File: src/sv/ssort_pkg.sv
`timescale 1ns / 1ps
// Shared types and constants for the Shell sort engine.
// No dependencies.
package ssort_pkg;

    localparam int GAP_W     = 7;
    // gap / 3 as (gap * 43) >> 7, exact for gaps up to 64
    localparam int DIV3_MUL  = 43;
    localparam int DIV3_SHR  = 7;

    typedef logic [GAP_W-1:0] t_gap7;

    typedef enum logic [3:0] {
        ST_IDLE,
        ST_INIT,
        ST_GAP,
        ST_RD_I,
        ST_RD_IG,
        ST_CMP,
        ST_PUT,
        ST_OUT_RD,
        ST_EMIT
    } t_state;

    typedef struct packed {
        logic load;
        logic init;
        logic gap_step;
        logic rd_i;
        logic rd_ig;
        logic mv;
        logic put;
        logic out_rd;
        logic emit;
    } t_cmd;

    typedef struct packed {
        logic less;
        logic jm_ge_gap;
        logic inext_lt_n;
        logic ng_lt_n;
        logic ng_gt1;
        logic gap_gt1;
        logic out_last;
    } t_sts;

    function automatic t_gap7 div3(input t_gap7 g);
        logic [GAP_W+5:0] prod;
        prod = {6'd0, g} * (GAP_W+6)'(DIV3_MUL);
        return t_gap7'(prod >> DIV3_SHR);
    endfunction

endpackage

File: src/sv/ssort_ctrl.sv
`timescale 1ns / 1ps
// Sequencer for load, Shell sort passes and drain.
// Depends on ssort_pkg; drives ssort_dpath through t_cmd.
module ssort_ctrl import ssort_pkg::*; (
    input  logic i_clk,
    input  logic i_rst_n,
    input  logic start,
    input  logic i_last,
    input  t_sts i_sts,
    output t_cmd o_cmd,
    output logic busy
);

    t_state r_state;
    t_state n_state;

    always_ff @(posedge i_clk) begin
        if (!i_rst_n) begin
            r_state <= ST_IDLE;
        end else begin
            r_state <= n_state;
        end
    end

    always_comb begin
        n_state = r_state;
        case (r_state)
            ST_IDLE: begin
                if (start && i_last) n_state = ST_INIT;
            end
            ST_INIT:  n_state = ST_GAP;
            ST_GAP: begin
                if (i_sts.ng_lt_n)     n_state = ST_RD_I;
                else if (!i_sts.ng_gt1) n_state = ST_OUT_RD;
            end
            ST_RD_I:  n_state = ST_RD_IG;
            ST_RD_IG: n_state = ST_CMP;
            ST_CMP: begin
                if (!(i_sts.less && i_sts.jm_ge_gap)) n_state = ST_PUT;
            end
            ST_PUT: begin
                if (i_sts.inext_lt_n)   n_state = ST_RD_I;
                else if (i_sts.gap_gt1) n_state = ST_GAP;
                else                    n_state = ST_OUT_RD;
            end
            ST_OUT_RD: n_state = ST_EMIT;
            ST_EMIT: begin
                n_state = i_sts.out_last ? ST_IDLE : ST_OUT_RD;
            end
            default: n_state = ST_IDLE;
        endcase
    end

    always_comb begin
        o_cmd = '0;
        case (r_state)
            ST_IDLE:   o_cmd.load     = start;
            ST_INIT:   o_cmd.init     = 1'b1;
            ST_GAP:    o_cmd.gap_step = 1'b1;
            ST_RD_I:   o_cmd.rd_i     = 1'b1;
            ST_RD_IG:  o_cmd.rd_ig    = 1'b1;
            ST_CMP:    o_cmd.mv       = i_sts.less;
            ST_PUT:    o_cmd.put      = 1'b1;
            ST_OUT_RD: o_cmd.out_rd   = 1'b1;
            ST_EMIT:   o_cmd.emit     = 1'b1;
            default:   o_cmd          = '0;
        endcase
    end

    assign busy = (r_state != ST_IDLE);

endmodule

File: src/sv/ssort_dpath.sv
`timescale 1ns / 1ps
// Element store, counters and compare logic of the Shell sort engine.
// Depends on ssort_pkg; commanded by ssort_ctrl.
module ssort_dpath import ssort_pkg::*; #(
    parameter int MAX_LEN = 64
) (
    input  logic               i_clk,
    input  logic               i_rst_n,
    input  t_cmd               i_cmd,
    input  logic signed [31:0] i_value,
    output t_sts               o_sts,
    output logic signed [31:0] o_value_res,
    output logic               o_last_res,
    output logic               o_overflow
);

    localparam int AW = (MAX_LEN > 1) ? $clog2(MAX_LEN) : 1;
    localparam int CW = $clog2(MAX_LEN + 1);

    logic [31:0] mem [MAX_LEN];

    logic [CW-1:0] r_fill, n_fill;
    logic          r_dropped, n_dropped;
    logic [CW-1:0] r_gap, n_gap;
    logic [CW-1:0] r_i, n_i;
    logic [CW-1:0] r_j, n_j;
    logic [CW-1:0] r_k, n_k;
    logic [31:0]   r_held;
    logic [31:0]   r_rdata;

    logic [CW-1:0] ng, jm, jmm, inext, igap;
    logic          we, re;
    logic [AW-1:0] waddr, raddr;
    logic [31:0]   wdata;

    function automatic logic [CW-1:0] inext_fill(input logic [CW-1:0] f);
        return f + CW'(1);
    endfunction

    assign ng    = CW'(div3(GAP_W'(r_gap))) + CW'(1);
    assign jm    = r_j - r_gap;
    assign jmm   = jm - r_gap;
    assign inext = r_i + CW'(1);
    assign igap  = r_i - r_gap;

    assign o_sts.less       = $signed(r_held) < $signed(r_rdata);
    assign o_sts.jm_ge_gap  = (jm >= r_gap);
    assign o_sts.inext_lt_n = (inext < r_fill);
    assign o_sts.ng_lt_n    = (ng < r_fill);
    assign o_sts.ng_gt1     = (ng > CW'(1));
    assign o_sts.gap_gt1    = (r_gap > CW'(1));
    assign o_sts.out_last   = (r_k == r_fill - CW'(1));

    always_comb begin
        we    = 1'b0;
        waddr = r_j[AW-1:0];
        wdata = r_held;
        re    = 1'b0;
        raddr = r_k[AW-1:0];
        if (i_cmd.load) begin
            we    = (r_fill < CW'(MAX_LEN));
            waddr = r_fill[AW-1:0];
            wdata = i_value;
        end else if (i_cmd.mv) begin
            we    = 1'b1;
            wdata = r_rdata;
        end else if (i_cmd.put) begin
            we    = 1'b1;
        end
        if (i_cmd.rd_i) begin
            re    = 1'b1;
            raddr = r_i[AW-1:0];
        end else if (i_cmd.rd_ig) begin
            re    = 1'b1;
            raddr = igap[AW-1:0];
        end else if (i_cmd.mv) begin
            re    = o_sts.jm_ge_gap;
            raddr = jmm[AW-1:0];
        end else if (i_cmd.out_rd) begin
            re    = 1'b1;
        end
    end

    always_ff @(posedge i_clk) begin
        if (we) mem[waddr] <= wdata;
        if (re) r_rdata <= mem[raddr];
        if (i_cmd.rd_ig) r_held <= r_rdata;
    end

    always_comb begin
        n_fill    = r_fill;
        n_dropped = r_dropped;
        n_gap     = r_gap;
        n_i       = r_i;
        n_j       = r_j;
        n_k       = r_k;
        if (i_cmd.load) begin
            if (r_fill < CW'(MAX_LEN)) n_fill = inext_fill(r_fill);
            else                       n_dropped = 1'b1;
        end
        if (i_cmd.init) begin
            n_gap = r_fill;
            n_k   = '0;
        end
        if (i_cmd.gap_step) begin
            n_gap = ng;
            n_i   = ng;
        end
        if (i_cmd.rd_ig) n_j = r_i;
        if (i_cmd.mv)    n_j = jm;
        if (i_cmd.put)   n_i = inext;
        if (i_cmd.emit) begin
            n_k = r_k + CW'(1);
            if (o_sts.out_last) begin
                n_fill    = '0;
                n_dropped = 1'b0;
                n_gap     = '0;
                n_k       = '0;
            end
        end
    end

    always_ff @(posedge i_clk) begin
        if (!i_rst_n) begin
            r_fill    <= '0;
            r_dropped <= 1'b0;
            r_gap     <= '0;
            r_i       <= '0;
            r_j       <= '0;
            r_k       <= '0;
        end else begin
            r_fill    <= n_fill;
            r_dropped <= n_dropped;
            r_gap     <= n_gap;
            r_i       <= n_i;
            r_j       <= n_j;
            r_k       <= n_k;
        end
    end

    assign o_value_res = $signed(r_rdata);
    assign o_last_res  = i_cmd.emit & o_sts.out_last;
    assign o_overflow  = r_dropped;

endmodule

File: src/sv/shell_sort_engine_unit.sv
`timescale 1ns / 1ps
// Shell sort engine: loads a set of signed 32-bit values, sorts, drains.
// Top level; depends on ssort_pkg, ssort_ctrl and ssort_dpath.
//
// Input: an item transfers on a rising edge with start high and busy low.
// Items without i_last are stored one per cycle (busy stays low). Past
// MAX_LEN items are dropped and o_overflow is raised for the whole set.
// The item with i_last closes the set; busy then rises for the sort and
// the drain.
// Sort: Shell passes, gap g -> g/3 + 1 down to 1, as gapped insertion over
// a single store with one write and one registered read port. Each insertion
// takes two reads, the first compare and the write-back, plus one move per
// element moved, and each pass one gap step; a set of 64 runs five passes.
// Output: sorted values, each read from the store and then put on o_value_res
// for one cycle with o_strobe high; o_last_res marks the final one. The receiver
// cannot stall; busy falls in the cycle after the final result.
// Reset: synchronous, active low; clears the set and returns to idle.
module shell_sort_engine_unit import ssort_pkg::*; #(
    parameter int MAX_LEN = 64
) (
    input  logic               i_clk,
    input  logic               i_rst_n,
    input  logic               start,
    output logic               busy,
    input  logic signed [31:0] i_value,
    input  logic               i_last,
    output logic               o_strobe,
    output logic signed [31:0] o_value_res,
    output logic               o_last_res,
    output logic               o_overflow
);

    t_cmd cmd;
    t_sts sts;

    ssort_ctrl u_ctrl (
        .i_clk   (i_clk),
        .i_rst_n (i_rst_n),
        .start   (start),
        .i_last  (i_last),
        .i_sts   (sts),
        .o_cmd   (cmd),
        .busy    (busy)
    );

    ssort_dpath #(
        .MAX_LEN (MAX_LEN)
    ) u_dpath (
        .i_clk       (i_clk),
        .i_rst_n     (i_rst_n),
        .i_cmd       (cmd),
        .i_value     (i_value),
        .o_sts       (sts),
        .o_value_res (o_value_res),
        .o_last_res  (o_last_res),
        .o_overflow  (o_overflow)
    );

    assign o_strobe = cmd.emit;

endmodule

File: config.mk
export PLATFORM = sky130hd
export DESIGN_NAME = shell_sort_engine_unit
export DESIGN_NICKNAME = d
export VERILOG_FILES = /design/src/sv/ssort_pkg.sv /design/src/sv/ssort_ctrl.sv /design/src/sv/ssort_dpath.sv /design/src/sv/shell_sort_engine_unit.sv
export SDC_FILE = /design/constraint.sdc
export NUM_CORES = 2
export LEC_CHECK = 0
export BUFFER_PORTS_ARGS = -buffer_cell sky130_fd_sc_hd__buf_2
export CAP_MARGIN = 10
export CELL_PAD_IN_SITES_DETAIL_PLACEMENT = 1
export CELL_PAD_IN_SITES_GLOBAL_PLACEMENT = 2
export CORE_MARGIN = 5
export CORE_UTILIZATION = 44
export CTS_BUF_LIST = sky130_fd_sc_hd__clkbuf_16
export DETAILED_ROUTE_END_ITERATION = 6
export PLACE_DENSITY = 0.77
export SYNTH_ARGS = -nofsm -noshare
export SYNTH_HDL_FRONTEND = slang
export SYNTH_SLANG_ARGS = --single-unit
File: constraint.sdc
create_clock -name i_clk -period 6 [get_ports i_clk]
set_clock_uncertainty 0.15 [all_clocks]
set_input_delay 1.2 -clock i_clk [delete_from_list [all_inputs] [get_ports i_clk]]
set_output_delay 1.2 -clock i_clk [all_outputs]
set_load 0.005 [all_outputs]
; ---- Yosys cells after proc, flatten, opt, wreduce, memory -nomap -nowiden
; Memory sizes are Yosys's and may differ from the RTL's. A register that Yosys moved wholly into a read port is not among the register bits.
; Index checks and enable logic that the tools add are counted.
; W data, S select, Z words.
[word_totals]
latch_bits = 0
input_bits = 36
elab_cells = 97
romBits = 0
ram_bits = 2048
mem_count = 1
ff_bits = 72
out_inout_bits = 36
[classes]
bitwise = 1
n_mul = 1
n_eq_ne = 12
mux = 51
div_mod_pow = 0
n_reduce_logical = 8
magnitude_cmp = 7
n_shift = 0
add_sub_neg = 8
[mem_list]
columns = name, words, word_bits, rd, rd_ports_with_merged_regs, wr, line
row1 = u_dpath.mem, 64, 32, 1, 1, 1, ssort_dpath.sv:20  ; logic [31:0] mem [MAX_LEN];
[op_table]
columns = op, n
row1 = $mux W7, 15
row2 = $mux W32, 2
row3 = $pmux W4 S9, 1
row4 = $lt A32 B32 Y1, 1
row5 = $mux W6, 4
row6 = $mux W1, 22
row7 = $add A7 B1 Y7 const B, 3
row8 = $mux W4, 5
row9 = $eq A4 B3 Y1 const B, 4
row10 = $gt A7 B1 Y1 const B, 2
row11 = $lt A7 B7 Y1, 2
row12 = $mul A7 B6 Y13 const B, 1
row13 = $sub A6 B6 Y6, 2
row14 = $eq A4 B2 Y1 const B, 2
row15 = $add A6 B1 Y7 const B, 1
row16 = $eq A7 B7 Y1, 1
row17 = $ge A7 B7 Y1, 1
row18 = $lt A7 B7 Y1 const B, 1
row19 = $sub A7 B1 Y7 const B, 1
row20 = $sub A7 B7 Y7, 1
row21 = $mux W3, 2
row22 = $reduce_bool A2 Y1, 3
row23 = $eq A4 B1 Y1 const B, 1
row24 = $eq A4 B4 Y1 const B, 1
row25 = other kinds (8), 9

; ---- Longest topological paths before layout
[depth]
depth_word = 7
depth_mapped = 25
depth_no_buf = 25

; ---- Modules after synthesis
; A second synthesis with hierarchy kept.
[hier_totals]
cells_unflattened = 10938
hier_area_um2 = 124364.3
[by_module_without_submodules]
columns = module, n_inst, seq_area_each_um2, cells_per_inst, area_each_um2
row1 = ssort_dpath, 1, 64141.5, 10891, 123986.4
row2 = ssort_ctrl, 1, 80.1, 47, 377.9

; ---- Worst setup path before layout
; No wires, ideal clock.
[synth_path]
path_kind = flip-flop to flip-flop
start = register u_dpath.r_rdata[29] (netlist: u_dpath.o_value_res[29]), read port of u_dpath.mem
end = memory u_dpath.mem[0][28], data pin
required_ns = 5.148
setup_ns = 0.702
arrival_time_ns = 4.961
stages_incl_launch_ff = 12
synth_period_minus_slack_ns = 5.813
path_buffers = 2
slack_ns = 0.187
path_cell_list = edfxtp_1 > inv_1 > ha_1 > nand4_2 > or4_1 > o221a_2 > nand2_2 > o31a_1 > buf_2 > clkbuf_1 > a21oi_1 > o21ai_0
[synth_via]
elab_chain_len = 4
[synth_lines]
columns = item, line
row1 = from (decl), ssort_dpath.sv:29  ; logic [31:0] r_rdata;
row2 = $lt A32 B32 Y1, ssort_dpath.sv:46  ; assign o_sts.less = $signed(r_held) < $signed(r_rdata);
row3 = $mux W1, ssort_ctrl.sv:56  ; case (r_state)
row4 = $mux W32, ssort_dpath.sv:64  ; end else if (i_cmd.mv) begin
row5 = $mux W32, ssort_dpath.sv:60  ; if (i_cmd.load) begin
row6 = named net u_dpath.wdata[28], ssort_dpath.sv:34  ; logic [31:0] wdata;
row7 = to (decl), ssort_dpath.sv:20
; The timed path passes the listed nets, and every way through them passes these cells.

; ---- Worst setup path after layout
[layout_path]
start = register u_dpath.r_rdata[29] (netlist: u_dpath.o_value_res[29]), read port of u_dpath.mem
end = register u_dpath.r_rdata[10] (netlist: u_dpath.o_value_res[10]), read port of u_dpath.mem, data pin
[layout_via]
elab_chain_len = 5
elab_cells_between_ends = 8
cone_classes = order compare: 1 / mux: 7
[layout_lines]
columns = item, line
row1 = $lt A32 B32 Y1 (*), ssort_dpath.sv:46
row2 = $mux W1 (*), ssort_ctrl.sv:56
row3 = $mux W6 or $mux W1 (tied branches), ssort_dpath.sv:76  ; end else if (i_cmd.mv) begin
row4 = $mux W6 or $mux W1 (tied branches), ssort_dpath.sv:73  ; end else if (i_cmd.rd_ig) begin
row5 = $mux W6 or $mux W1 (tied branches), ssort_dpath.sv:70  ; if (i_cmd.rd_i) begin
; Mark *: on every way between the ends. The rest lies on a longest branch, timed or not.
; A chain may end at the register's enable or synchronous reset.

==> results.md <==
- Async SR Flop Fraction: 0%
- ANT nets after route: 0
- Aggregate global routing overflow: 0
- Final Hold Fails: 0
- Clock-pin slew on the worst setup and hold paths: 0.06 ns
- Total number of yosys warnings: 0
- Cell row count: 163
- Area leader, netlist: edfxtp_1
- Status: finished clean
- DRC violations left: 0
- Final nets: 5,605
- Max Fanout on Critical Path: 30
- Gpl congestion: 0.858
- Grt met3 use: 4.90%
- Synth cell types: 87
- Sequential element share of the synthesized area: 73.5%
- Synth top area cells: edfxtp_1 73%, mux4_2 8.7%, nand2_1 2.8%, nand3_1 2.3%, mux2i_1 2.1%
- Slew Limit Fails: 0
- Reg area: 64,200 µm²
- Share of layout cells above drive strength 1: 21.8%
- 1st-iter DRT viols: 5,507
- Syn Area/Cell: 17.1 µm²
- Number of port buffers: 71
- Headroom to the max-slew limit: 22.7%
- Syn nets: 5,252
- Critical path buffers and inverters: 4
- Number of global-route vias before repair: 52,000
- Ys flop type: edfxtp_1
- GR peak layer: met2
- Multi-input logic area: 22,400 µm²
- Commonest cells after routing, fill and taps aside: 2,112 x edfxtp_1, 643 x nand2_1, 408 x nand3_1
- Largest net degree at the start of global routing: 109
- CP Cell Sequence: inv_1 -> ha_1 -> nand4_2 -> or4_1 -> o221a_2 -> nand2_4 -> o31a_2 -> nor2_4 -> nor3_4 -> buf_12 -> buf_12 -> buf_4 -> mux4_2 -> a22oi_1 -> a21oi_1 -> or4_4
- Clock power share: 20.2%
- # fillers: 18,300
- Least-Margin Pin Slew: 1.16 ns
- GR Layer Usage met1: 35.0%
- Most common cell after layout, fill and taps aside: edfxtp_1
- Fin cells: 8,277
- Hold Buf Count CTS: 0
- TritonRoute pass-1 iters: 5
- WP data arrival: 6.30 ns
- Num Clock Sinks: 2,152
- Initial Util: 44.3%
- WL/cell: 31.5 µm
- Number of vias per cell: 6.09
- Core footprint: 197,000 µm²
- Post-synth EDFFs: 2,112
- Synthesized flop and latch total: 2,152
- Cell count after placement: 7,880
- Syn Inst Count: 5,104
- Final Power: 0.0639 W
- Final period util: 97.7%
- Pwr Density: 632 nW/µm²
- Clk buf depth: 3
- Area growth syn-to-layout: 15.7%
- Clk root buf: clkbuf_16
- First-pass GRT wire length: 378 mm
- Hpwl dp: 164 mm
- Via count: 50,400
- CTS Buf Count: 211
- Worst IR Drop VDD: 0.498 mV
- Met2 global-route usage: 39.6%
- CTS tree: built
- Die width: 456 µm
- Final min period: 5.86 ns
- Fmax: 171 MHz
- Setup violations, final: 0
- Family with the most delay on the worst path: simple AND/OR/NAND/NOR gates
- Post-Syn Area: 87,400 µm²
- # IOs: 72
- Worst EP required: 6.44 ns
- Leak Pwr: 34.0 nW
- Worst-Skew Late Latency: 0.87 ns
- RSZ-0062 raised after global routing: false
- Global Route Usage Sum: 24.7%
- Net Sw Power: 0.0252 W
- Routed wire length: 261 mm
- Die area: 208,000 µm²
- Crit. End Element: flop
- Int Pwr: 0.0387 W
- Setup ws final: 0.137 ns
- H-tree levels: 4
- Switching portion of total power: 39.5%
- Top cell type's share of synthesized area: 72.6%
- Tightest Hold Check Type: reg2reg
- Critical Path Max Stage Delay: 0.63 ns
- Dpl ws: -0.0486 ns
- Initial antenna violation count: 7
- Setup CP Type: reg2reg
- Combinational share of power: 47.0%
- Max-Cap Viols: 0
- Sequential fraction of design power: 32.9%
- Die Y: 456 µm
- CP max stage cell: or4_1
- Most frequent CP cell: buf_12
- Crit path launch type: flop
-- per-stage QoR --
| step | TNS, ns | hold WS (ns) | util [%] | cell area [µm²] |
|---|---|---|---|---|
| finish | 0 | 0.323 | 51.2 | 101000 |
| global route | 0 | 0.346 | 51.2 | 101000 |
| CTS | 0 | 0.327 | 51.2 | 101000 |
| detailed placement | -0.0716 | 0.310 | 47.8 | 94300 |
| global placement | -0.0224 | 0.295 | 47.8 | 94300 |
| floorplan | 0 | 0.310 | - | 87400 |
-- cells in the mapped netlist (all sizes together) (16+ instances only) --
cell type  number
a21oi         105
a22oi          64
a2bb2oi        16
a311o          17
and4           17
buf           161
clkbuf        112
dfxtp          40
edfxtp       2112
ha            103
inv            84
mux2           38
mux2i         180
mux4          339
nand2         645
nand3         410
nand4          31
nor2          182
nor3           25
o21ai          64
o22ai          58
o31ai          16
or4            17
xnor2          28
xor2           17
-- worst paths after layout --
check / start / endpoint / slack [ns] / depth (start not counted)
worst min register to register: u_dpath.o_overflow / u_dpath.o_overflow / 0.32 / 2
worst max register to register: u_dpath.o_value_res[29] / u_dpath.o_value_res[10] / 0.14 / 16
worst min-delay path: u_dpath.o_overflow / u_dpath.o_overflow / 0.32 / 2
worst max-delay path: u_dpath.o_value_res[29] / u_dpath.o_value_res[10] / 0.14 / 16
-- worst reg2reg max path: stages (launching register included) --
cell and delay [ns]:
edfxtp_1 0.61, inv_1 0.12, ha_1 0.33, nand4_2 0.24, or4_1 0.63, o221a_2 0.33, nand2_4 0.19, o31a_2 0.27
nor2_4 0.10, nor3_4 0.35, buf_12 0.24, buf_12 0.29, buf_4 0.23, mux4_2 0.35, a22oi_1 0.35, a21oi_1 0.25
or4_4 0.58
-- layout make-up --
| type | instances | share of cell area, % |
|---|---|---|
| Antenna cell | 1 | 0.00248 |
| Clock buffer | 216 | 5.35 |
| Clock inverter | 176 | 1.27 |
| Inverter | 85 | 0.316 |
| Multi-Input combinational cell | 2594 | 22.1 |
| Sequential cell | 2152 | 63.5 |
| Tap cell | 2640 | 3.27 |
| Timing Repair Buffer | 413 | 4.15 |
-- cells by family after synthesis --
logic type | Yosys count | share of synthesized area (%)
compound gates | 482 | 3.84
flops | 2152 | 73.5
fa+ha+maj | 112 | 1.68
mux | 557 | 11.3
simple gates | 1398 | 7.20
xor+xnor | 45 | 0.451
buf+inv | 358 | 2.04
-- per-layer routing --
metal / part of all wire, % / wire [µm]
met4: 2.7 / 6980
met3: 8.6 / 22300
met5: 0.0088 / 23
met1: 41 / 108000
met2: 47 / 124000
-- state kept, by name (all words and copies together), names as in the netlist --
signal	cells
u_dpath.mem	2048
u_dpath.o_value_res	32
u_dpath.r_i	7
u_dpath.r_fill	7
u_dpath.r_j	7
u_ctrl.r_state	4
u_dpath.r_gap	7
u_dpath.o_overflow	1
u_dpath.r_held	32
u_dpath.r_k	7
-- repair_timing --
action / 4_1_cts / 5_1_grt
pin swaps: 0 / 5
gates cloned: 0 / 0
endpoints found under the setup margin: 2 / 13
gates resized for setup: 2 / 7
buffers inserted: 0 / 4
-- power by group through the flow --
| stage | registers (W) | logic, W | clock network, W |
|---|---|---|---|
| after floorplan | 0.0215 | 0.0173 | 0 |
| after global placement | 0.0213 | 0.0289 | 0 |
| after detailed placement | 0.0213 | 0.0296 | 0 |
| after CTS | 0.0210 | 0.0298 | 0.0131 |
| after global routing | 0.0210 | 0.0317 | 0.0138 |
| final | 0.0210 | 0.0300 | 0.0129 |
No activity file was read; power rests on OpenSTA's default activity.
